[src/rtl/udrb_pkg.sv]
// Package for the UART dual ring buffer.
// Holds the request and result beat types, request and status codes,
// the command type between front and back, and the back state encoding.
package udrb_pkg;

  typedef struct packed {
    logic [2:0] req_type;
    logic [7:0] data_byte;
    logic       line_busy;
  } in_t;

  typedef struct packed {
    logic [1:0] status;
    logic [7:0] out_byte;
    logic       tx_valid;
    logic       tx_idle;
    logic       rx_overrun;
    logic [5:0] rx_count;
    logic [6:0] tx_count;
    logic [5:0] seek_pos;
  } out_t;

  localparam logic [2:0] REQ_RX_BYTE = 3'd0;
  localparam logic [2:0] REQ_TX_SLOT = 3'd1;
  localparam logic [2:0] REQ_PUSH    = 3'd2;
  localparam logic [2:0] REQ_POP     = 3'd3;
  localparam logic [2:0] REQ_SEEK    = 3'd4;
  localparam logic [2:0] REQ_FLUSH   = 3'd5;
  localparam logic [2:0] REQ_QUERY   = 3'd6;

  localparam logic [1:0] STAT_OK       = 2'd0;
  localparam logic [1:0] STAT_TX_FULL  = 2'd1;
  localparam logic [1:0] STAT_RX_EMPTY = 2'd2;

  typedef enum logic [2:0] {
    OP_RX_BYTE,
    OP_TX_SLOT,
    OP_PUSH,
    OP_POP,
    OP_SEEK,
    OP_FLUSH,
    OP_QUERY,
    OP_NOP
  } op_e;

  typedef struct packed {
    op_e        op;
    logic [7:0] data;
    logic       line_busy;
  } cmd_t;

  typedef enum logic [1:0] {
    ST_IDLE,
    ST_READ,
    ST_SEEK
  } state_e;

  localparam int unsigned CMDQ_DEPTH = 2;

endpackage

[src/rtl/udrb_ram.sv]
// Generic simple dual-port RAM with registered read.
// One write port, one read port; no dependencies.
module udrb_ram #(
  parameter int unsigned WIDTH = 8,
  parameter int unsigned DEPTH = 64
) (
  input  logic                     clk_i,
  input  logic                     we_i,
  input  logic [$clog2(DEPTH)-1:0] waddr_i,
  input  logic [WIDTH-1:0]         wdata_i,
  input  logic [$clog2(DEPTH)-1:0] raddr_i,
  output logic [WIDTH-1:0]         rdata_o
);

  logic [WIDTH-1:0] mem_q [DEPTH];
  logic [WIDTH-1:0] rdata_q;

  always_ff @(posedge clk_i) begin
    if (we_i) begin
      mem_q[waddr_i] <= wdata_i;
    end
    rdata_q <= mem_q[raddr_i];
  end

  assign rdata_o = rdata_q;

endmodule

[src/rtl/udrb_front.sv]
// Front end: accepts request beats and classifies them into commands.
// Depends on udrb_pkg.
module udrb_front (
  input  logic          start_i,
  input  udrb_pkg::in_t req_i,
  input  logic          cmdq_full_i,
  output logic          busy_o,
  output logic          cmdq_push_o,
  output udrb_pkg::cmd_t cmdq_cmd_o
);
  import udrb_pkg::*;

  op_e op;

  always_comb begin
    case (req_i.req_type)
      REQ_RX_BYTE: op = OP_RX_BYTE;
      REQ_TX_SLOT: op = OP_TX_SLOT;
      REQ_PUSH:    op = OP_PUSH;
      REQ_POP:     op = OP_POP;
      REQ_SEEK:    op = OP_SEEK;
      REQ_FLUSH:   op = OP_FLUSH;
      REQ_QUERY:   op = OP_QUERY;
      default:     op = OP_NOP;
    endcase
  end

  assign busy_o               = cmdq_full_i;
  assign cmdq_push_o          = start_i && !cmdq_full_i;
  assign cmdq_cmd_o.op        = op;
  assign cmdq_cmd_o.data      = req_i.data_byte;
  assign cmdq_cmd_o.line_busy = req_i.line_busy;

endmodule

[src/rtl/udrb_cmdq.sv]
// Short command queue between front and back.
// Depends on udrb_pkg.
module udrb_cmdq (
  input  logic           clk_i,
  input  logic           rst_ni,
  input  logic           push_i,
  input  udrb_pkg::cmd_t cmd_i,
  input  logic           pop_i,
  output logic           full_o,
  output logic           valid_o,
  output udrb_pkg::cmd_t cmd_o
);
  import udrb_pkg::*;

  localparam int unsigned PW = (CMDQ_DEPTH > 1) ? $clog2(CMDQ_DEPTH) : 1;
  localparam int unsigned CW = $clog2(CMDQ_DEPTH + 1);

  cmd_t          slot_q [CMDQ_DEPTH];
  logic [PW-1:0] wr_ptr_q, wr_ptr_d;
  logic [PW-1:0] rd_ptr_q, rd_ptr_d;
  logic [CW-1:0] count_q, count_d;
  logic          do_push, do_pop;

  assign do_push = push_i && !full_o;
  assign do_pop  = pop_i && valid_o;
  assign full_o  = (count_q == CW'(CMDQ_DEPTH));
  assign valid_o = (count_q != '0);
  assign cmd_o   = slot_q[rd_ptr_q];

  always_comb begin
    wr_ptr_d = wr_ptr_q;
    rd_ptr_d = rd_ptr_q;
    count_d  = count_q;
    if (do_push) begin
      wr_ptr_d = (wr_ptr_q == PW'(CMDQ_DEPTH - 1)) ? '0 : wr_ptr_q + 1'b1;
    end
    if (do_pop) begin
      rd_ptr_d = (rd_ptr_q == PW'(CMDQ_DEPTH - 1)) ? '0 : rd_ptr_q + 1'b1;
    end
    case ({do_push, do_pop})
      2'b10:   count_d = count_q + 1'b1;
      2'b01:   count_d = count_q - 1'b1;
      default: count_d = count_q;
    endcase
  end

  always_ff @(posedge clk_i or negedge rst_ni) begin
    if (!rst_ni) begin
      wr_ptr_q <= '0;
      rd_ptr_q <= '0;
      count_q  <= '0;
    end else begin
      wr_ptr_q <= wr_ptr_d;
      rd_ptr_q <= rd_ptr_d;
      count_q  <= count_d;
    end
  end

  always_ff @(posedge clk_i) begin
    if (do_push) begin
      slot_q[wr_ptr_q] <= cmd_i;
    end
  end

endmodule

[src/rtl/udrb_back.sv]
// Back end: executes commands on the receive and transmit rings.
// Depends on udrb_pkg and udrb_ram; registers one result beat per command.
module udrb_back #(
  parameter int unsigned BUFFER_DEPTH = 64
) (
  input  logic           clk_i,
  input  logic           rst_ni,
  input  logic           cmdq_valid_i,
  input  udrb_pkg::cmd_t cmdq_cmd_i,
  output logic           cmdq_pop_o,
  output logic           res_valid_o,
  output udrb_pkg::out_t res_o
);
  import udrb_pkg::*;

  localparam int unsigned AW = $clog2(BUFFER_DEPTH);
  localparam int unsigned EW = AW + 7;

  state_e        state_q, state_d;
  cmd_t          cmd_q, cmd_d;
  logic [AW-1:0] rx_head_q, rx_head_d, rx_tail_q, rx_tail_d;
  logic [AW-1:0] tx_head_q, tx_head_d, tx_tail_q, tx_tail_d;
  logic [AW-1:0] scan_q, scan_d;
  logic          pend_q, pend_d;
  logic          res_vld_q, res_vld_d;
  out_t          res_q, res_d;

  logic          rx_we, tx_we;
  logic [AW-1:0] rx_raddr;
  logic [7:0]    rx_rdata, tx_rdata;
  logic [AW-1:0] rx_head_inc, rx_tail_inc, tx_head_inc, tx_tail_inc;
  logic [AW-1:0] rx_fill_q, rx_fill_d, tx_fill_d, spos;
  logic [EW-1:0] rx_fill_x, tx_cnt_x, spos_x;
  logic          rx_nonempty, tx_nonempty, seek_hit, fin, cur_busy;
  logic [1:0]    status;
  logic [7:0]    obyte;
  logic          txv, txi, ovr;

  udrb_ram #(.WIDTH(8), .DEPTH(BUFFER_DEPTH)) u_rx_ram (
    .clk_i   (clk_i),
    .we_i    (rx_we),
    .waddr_i (rx_head_q),
    .wdata_i (cmdq_cmd_i.data),
    .raddr_i (rx_raddr),
    .rdata_o (rx_rdata)
  );

  udrb_ram #(.WIDTH(8), .DEPTH(BUFFER_DEPTH)) u_tx_ram (
    .clk_i   (clk_i),
    .we_i    (tx_we),
    .waddr_i (tx_head_q),
    .wdata_i (cmdq_cmd_i.data),
    .raddr_i (tx_tail_q),
    .rdata_o (tx_rdata)
  );

  assign rx_head_inc = rx_head_q + 1'b1;
  assign rx_tail_inc = rx_tail_q + 1'b1;
  assign tx_head_inc = tx_head_q + 1'b1;
  assign tx_tail_inc = tx_tail_q + 1'b1;
  assign rx_nonempty = (rx_head_q != rx_tail_q);
  assign tx_nonempty = (tx_head_q != tx_tail_q);
  assign rx_fill_q   = rx_head_q - rx_tail_q;
  assign seek_hit    = pend_q && (rx_rdata == cmd_q.data);
  assign cur_busy    = (state_q == ST_IDLE) ? cmdq_cmd_i.line_busy : cmd_q.line_busy;

  always_comb begin
    state_d = state_q;
    case (state_q)
      ST_IDLE: begin
        if (cmdq_valid_i) begin
          case (cmdq_cmd_i.op)
            OP_TX_SLOT: if (tx_nonempty) state_d = ST_READ;
            OP_POP:     if (rx_nonempty) state_d = ST_READ;
            OP_SEEK:    state_d = ST_SEEK;
            default:    state_d = ST_IDLE;
          endcase
        end
      end
      ST_READ: state_d = ST_IDLE;
      ST_SEEK: begin
        if (seek_hit || (scan_q == rx_fill_q)) state_d = ST_IDLE;
      end
      default: state_d = ST_IDLE;
    endcase
  end

  always_comb begin
    rx_head_d  = rx_head_q;
    rx_tail_d  = rx_tail_q;
    tx_head_d  = tx_head_q;
    tx_tail_d  = tx_tail_q;
    cmd_d      = cmd_q;
    scan_d     = scan_q;
    pend_d     = 1'b0;
    rx_we      = 1'b0;
    tx_we      = 1'b0;
    rx_raddr   = rx_tail_q;
    cmdq_pop_o = 1'b0;
    fin        = 1'b0;
    status     = STAT_OK;
    obyte      = '0;
    txv        = 1'b0;
    txi        = 1'b0;
    ovr        = 1'b0;
    spos       = '0;
    case (state_q)
      ST_IDLE: begin
        if (cmdq_valid_i) begin
          cmdq_pop_o = 1'b1;
          cmd_d      = cmdq_cmd_i;
          scan_d     = '0;
          case (cmdq_cmd_i.op)
            OP_RX_BYTE: begin
              rx_we     = 1'b1;
              rx_head_d = rx_head_inc;
              if (rx_head_inc == rx_tail_q) begin
                rx_tail_d = rx_tail_inc;
                ovr       = 1'b1;
              end
              fin = 1'b1;
            end
            OP_TX_SLOT: begin
              if (tx_nonempty) begin
                tx_tail_d = tx_tail_inc;
              end else begin
                txi = 1'b1;
                fin = 1'b1;
              end
            end
            OP_PUSH: begin
              if (tx_head_inc == tx_tail_q) begin
                status = STAT_TX_FULL;
              end else begin
                tx_we     = 1'b1;
                tx_head_d = tx_head_inc;
              end
              fin = 1'b1;
            end
            OP_POP: begin
              if (rx_nonempty) begin
                rx_tail_d = rx_tail_inc;
              end else begin
                status = STAT_RX_EMPTY;
                fin    = 1'b1;
              end
            end
            OP_SEEK: fin = 1'b0;
            OP_FLUSH: begin
              rx_tail_d = rx_head_q;
              fin       = 1'b1;
            end
            default: fin = 1'b1;
          endcase
        end
      end
      ST_READ: begin
        fin = 1'b1;
        if (cmd_q.op == OP_TX_SLOT) begin
          obyte = tx_rdata;
          txv   = 1'b1;
        end else begin
          obyte = rx_rdata;
        end
      end
      ST_SEEK: begin
        rx_raddr = rx_tail_q + scan_q;
        if (!seek_hit && (scan_q != rx_fill_q)) begin
          scan_d = scan_q + 1'b1;
          pend_d = 1'b1;
        end
        if (seek_hit) begin
          fin  = 1'b1;
          spos = scan_q;
        end else if (scan_q == rx_fill_q) begin
          fin = 1'b1;
        end
      end
      default: fin = 1'b0;
    endcase
  end

  assign rx_fill_d = rx_head_d - rx_tail_d;
  assign tx_fill_d = tx_head_d - tx_tail_d;
  assign rx_fill_x = {7'b0, rx_fill_d};
  assign tx_cnt_x  = {7'b0, tx_fill_d} + EW'(cur_busy);
  assign spos_x    = {7'b0, spos};

  always_comb begin
    res_vld_d        = fin;
    res_d.status     = status;
    res_d.out_byte   = obyte;
    res_d.tx_valid   = txv;
    res_d.tx_idle    = txi;
    res_d.rx_overrun = ovr;
    res_d.rx_count   = rx_fill_x[5:0];
    res_d.tx_count   = tx_cnt_x[6:0];
    res_d.seek_pos   = spos_x[5:0];
  end

  always_ff @(posedge clk_i or negedge rst_ni) begin
    if (!rst_ni) begin
      state_q   <= ST_IDLE;
      rx_head_q <= '0;
      rx_tail_q <= '0;
      tx_head_q <= '0;
      tx_tail_q <= '0;
      pend_q    <= 1'b0;
      res_vld_q <= 1'b0;
    end else begin
      state_q   <= state_d;
      rx_head_q <= rx_head_d;
      rx_tail_q <= rx_tail_d;
      tx_head_q <= tx_head_d;
      tx_tail_q <= tx_tail_d;
      pend_q    <= pend_d;
      res_vld_q <= res_vld_d;
    end
  end

  always_ff @(posedge clk_i) begin
    cmd_q  <= cmd_d;
    scan_q <= scan_d;
    res_q  <= res_d;
  end

  assign res_valid_o = res_vld_q;
  assign res_o       = res_q;

endmodule

[src/rtl/uart_dual_ring_buffer_top.sv]
// Top level of the UART dual ring buffer: receive and transmit rings.
// Depends on udrb_pkg, udrb_front, udrb_cmdq and udrb_back.
//
// Usage: drive a request beat on req_i with start high; it is taken at a
// rising edge where busy is low. Each request gives exactly one result beat
// on res_o, marked by res_valid_o for one cycle; the receiver must take it
// then, as there is no way to hold results off. Results come in request
// order.
// After acceptance, a command passes through the command queue into the back
// end. Rx byte, push, flush, query, no-op and empty-ring cases finish in the
// back's idle state; a pop or tx slot that reads a ring adds the read state; a
// seek reads one receive entry per cycle from the tail through the ring RAM's
// registered read port until a match or the end of the filled entries.
// Throughput: one single-cycle request per cycle; ring reads and seeks hold
// the back end for their full length while the two-entry command queue
// absorbs new beats, and busy rises when that queue is full.
// Reset: rings empty, queue empty, no result pending. Ring contents are not
// cleared; only written entries are ever read.
module uart_dual_ring_buffer_top #(
  parameter int unsigned BUFFER_DEPTH = 64
) (
  input  logic           clk_i,
  input  logic           rst_ni,
  input  logic           start,
  output logic           busy,
  input  udrb_pkg::in_t  req_i,
  output logic           res_valid_o,
  output udrb_pkg::out_t res_o
);
  import udrb_pkg::*;

  logic cmdq_push, cmdq_full, cmdq_valid, cmdq_pop;
  cmd_t cmdq_in, cmdq_out;

  udrb_front u_front (
    .start_i     (start),
    .req_i       (req_i),
    .cmdq_full_i (cmdq_full),
    .busy_o      (busy),
    .cmdq_push_o (cmdq_push),
    .cmdq_cmd_o  (cmdq_in)
  );

  udrb_cmdq u_cmdq (
    .clk_i   (clk_i),
    .rst_ni  (rst_ni),
    .push_i  (cmdq_push),
    .cmd_i   (cmdq_in),
    .pop_i   (cmdq_pop),
    .full_o  (cmdq_full),
    .valid_o (cmdq_valid),
    .cmd_o   (cmdq_out)
  );

  udrb_back #(.BUFFER_DEPTH(BUFFER_DEPTH)) u_back (
    .clk_i        (clk_i),
    .rst_ni       (rst_ni),
    .cmdq_valid_i (cmdq_valid),
    .cmdq_cmd_i   (cmdq_out),
    .cmdq_pop_o   (cmdq_pop),
    .res_valid_o  (res_valid_o),
    .res_o        (res_o)
  );

  a_tx_flags_excl: assert property (@(posedge clk_i) disable iff (!rst_ni)
    res_valid_o |-> !(res_o.tx_valid && res_o.tx_idle))
    else $error("tx_valid and tx_idle both set");

  a_empty_pop_count: assert property (@(posedge clk_i) disable iff (!rst_ni)
    res_valid_o && (res_o.status == STAT_RX_EMPTY) |-> (res_o.rx_count == '0))
    else $error("empty pop with nonzero rx count");

  a_tx_valid_ok: assert property (@(posedge clk_i) disable iff (!rst_ni)
    res_valid_o && res_o.tx_valid |-> (res_o.status == STAT_OK))
    else $error("tx dequeue with error status");

  a_seek_no_byte: assert property (@(posedge clk_i) disable iff (!rst_ni)
    res_valid_o && (res_o.seek_pos != '0) |-> (res_o.out_byte == '0))
    else $error("seek result carries a byte");

endmodule

[config.mk]
export PLATFORM = sky130hd
export DESIGN_NAME = uart_dual_ring_buffer_top
export DESIGN_NICKNAME = d
export VERILOG_FILES = /design/src/rtl/udrb_pkg.sv /design/src/rtl/udrb_ram.sv /design/src/rtl/udrb_front.sv /design/src/rtl/udrb_cmdq.sv /design/src/rtl/udrb_back.sv /design/src/rtl/uart_dual_ring_buffer_top.sv
export SDC_FILE = /design/constraint.sdc
export NUM_CORES = 1
export LEC_CHECK = 0
export CAP_MARGIN = 20
export CORE_ASPECT_RATIO = 1.25
export CORE_MARGIN = 4
export CORE_UTILIZATION = 66
export DETAILED_ROUTE_END_ITERATION = 16
export DONT_BUFFER_PORTS = 1
export PLACE_DENSITY = 0.89
export SYNTH_ARGS = -nofsm -noshare
export SYNTH_HDL_FRONTEND = slang
export SYNTH_SLANG_ARGS = --single-unit
[constraint.sdc]
create_clock -name clk_i -period 7.91 [get_ports clk_i]
set_input_delay 1.582 -clock clk_i [delete_from_list [all_inputs] [get_ports clk_i]]
set_output_delay 1.582 -clock clk_i [all_outputs]
set_load 0.02 [all_outputs]
==> metrics.txt <==
Yosys warnings=0; final antenna-violating net count=0; Syn Nets=2798; Tot Pwr=about 21 mW; clk buf depth=3; Post-DP HPWL=65000 um; Initial Util=around two thirds; gr usage total=32.2%; CTS tree=yes; Slew headroom=24.8%; via count=26800; Worst-Margin Slew=approximately 1100 ps; max-slew violations=0; CP Max Fanout=13; core box area=68500 um^2; part of the cycle the worst path needs=71.7%; root buffer cell=clkbuf_16; Reg area=33800 um^2; CP required=8470 ps; Final #Nets=2759; Site Rows=107; cts hold-fix bufs=0; RSZ-0062 raised after global routing=false; first-pass GRT wire length=176000 um; grt ovf=0; H-tree levels=3; share of cells above drive strength 1=14.5%; number of global-route vias before repair=approximately 27000; RD Place Congestion=around 0.94; PwrDens=421 nW/um^2; Fin Hold WS=approximately 510 ps; initial antenna violation count=7; Worst VDD drop=0.614 mV; CP Launch Type=flip-flop; clock sinks=1146; syn avg cell area=16.7 um^2; mean routed wirelength per cell=31.6 um; Max Fclk=0.176 GHz; Seq/Total Area, Yosys=73.6%; Top FF cell, synth=edfxtp_1; Mapped Area=45900 um^2; Synth async-reset ratio=2.79%; die height=303 um; worst path arrival time=around 6200 ps; P&R area growth vs syn=8.89%; EDFF count, synth=1066; Fillers=about 3600; status=finished, final reports clean; die area=roughly 74000 um^2; I/O pin cnt=between 40 and 50; multi-input logic area=11300 um^2; 1st-iter DRT viols=about 4400; Synth cell types=75; input/output buffers=0; Post-CTS Setup Repair Bufs=0; Leakage=between 15 and 20 nW; Die Width=about 240 um; Syn Inst Count=around 2800; CTS Buf Count=103; Hold WC Path Type=reg2reg; top post-synthesis cells by count=edfxtp_1 (1066), nand2_1 (354), nor2_1 (180); largest net degree at the start of global routing=198; post-DR vias/cell=7.19; endpoint class of the critical path=flip-flop; final setup fails=0; Yosys top cell by area=edfxtp_1; Crit Path Class=reg2reg; later-pin clock latency in the skew report=690 ps; Min Clock Period, post-route=5670 ps; top cells by area, synth=edfxtp_1 (70%), mux4_2 (8.6%), nand2_1 (2.9%), dfxtp_1 (2.1%), dfrtp_1 (1.7%); total routed wirelength=118000 um; clock skew=around 35 ps; Fin Setup TNS=0 ps; 1st-pass router iterations=6; CTS clk-pin slew, worst paths=70 ps; DRC viols=0; most frequent cell after synthesis=edfxtp_1; post-cts gate resize count=0; Final Hold Viols=0; Yosys reg bits=1146; max-cap violation count=0; Synth top area share=69.8%
-- power by group --
part | internal, mW | switching, mW
Combinational | 2.57 | 5.26
Clock | 2.84 | 2.29
Sequential | 7.63 | 0.440
Total | 13.0 | 8.00
-- per-layer routing --
metal | wire length, um | global-route usage (%) | vias to the layer above | part of all wire [%]
met5 | 13 | 0 | - | 0.011
met4 | 9410 | 20.9 | 2 | 8.0
met3 | 12700 | 6.23 | 564 | 11
met2 | 58500 | 53.2 | 2360 | 50
met1 | 37300 | 39.6 | 13200 | 32
li1 | - | - | 10600 | -
-- placed cells by master (no fill, tap or decap), types with 8 or more instances in the layout --
cell and count:
clkinv_1 8, a311oi_1 15, xnor2_1 44, inv_1 28, ha_1 28, dfrtp_1 29, nor2_1 180, a21o_1 8
nor3_1 19, dfxtp_1 48, mux2i_1 50, and3_1 21, mux2_4 8, o21ai_0 11, mux4_2 176, clkinvlp_4 9
nand3_1 76, xor2_1 30, a31oi_1 12, clkbuf_1 17, or3_1 8, edfxtp_1 1066, buf_4 21, clkinv_2 25
nand2_1 354, a32oi_1 37, a21oi_1 140, nor2b_1 11, bufinv_16 9, a221oi_1 55, clkbuf_16 107, and2_1 8
nand3b_1 9
-- area by class of cell --
class | count | share of cell area [%]
timing repair buffer | 23 | 0.396
clock inverter | 60 | 1.21
antenna | 2 | 0.0100
sequential | 1146 | 67.6
multi-input combinational | 1407 | 22.6
clock buffer | 130 | 5.65
inverter | 31 | 0.233
tap | 926 | 2.32
-- registers in the layout (all words and copies together) (netlist names), 8 cells and up --
register and count:
u_back.cmd_q 12, u_back.u_rx_ram.mem_q 512, u_back.u_rx_ram.rdata_o 8, u_cmdq.slot_q 24, u_back.u_tx_ram.mem_q 512, u_back.res_o 32, u_back.u_tx_ram.rdata_o 8
-- cell families (layout without fill, tap and decap cells) --
group,count (synthesis),count (layout),share of synthesized area [%]
flops,1146,1146,73.6
simple gates,724,724,6.89
compound gates,336,336,5.08
mux,240,240,10.1
buf+inv,198,244,1.96
xor+xnor,75,75,1.45
fa+ha+maj,32,32,0.938
other cells,0,2,0
-- stage by stage --
stage          setup slack (ps)  cells  instance area [um^2]  util, %
2_1_floorplan              4300   2751                 45900        -
3_3_place_gp               3650   3533                 46500     67.9
3_5_place_dp               3120   3533                 46500     67.9
4_1_cts                    2590   3723                 50000     72.9
5_1_grt                    2280   3723                 50000     72.9
6_report                   2240   3725                 50000     72.9
-- final timing paths --
| kind | from | to | slack (ps) | cells after the start |
|---|---|---|---|---|
| worst max-delay path | u_cmdq.rd_ptr_q | u_back.res_o[11] | 2240 | 13 |
| worst min-delay path | u_cmdq.wr_ptr_q | u_cmdq.wr_ptr_q | 510 | 1 |
| worst max register to register | u_cmdq.rd_ptr_q | u_back.res_o[11] | 2240 | 13 |
| worst min register to register | u_cmdq.wr_ptr_q | u_cmdq.wr_ptr_q | 510 | 1 |
| max in group asynchronous | rst_ni | u_back.tx_tail_q[0] | 7220 | 0 |
| min in group asynchronous | rst_ni | u_back.pend_q | 580 | 0 |
-- worst max-delay path, stage by stage, from the launching register on --
cell and delay, ps:
dfrtp_1 800, mux2i_2 600, o211ai_1 410, nor3_1 770, and3_1 400, nand3_1 470, xnor2_1 550, ha_1 350
a21boi_0 180, o21ai_0 220, nand2b_1 110, xor2_1 210, xor2_1 310, xnor2_1 160
Note: power is estimated with default switching activity, not from simulation.
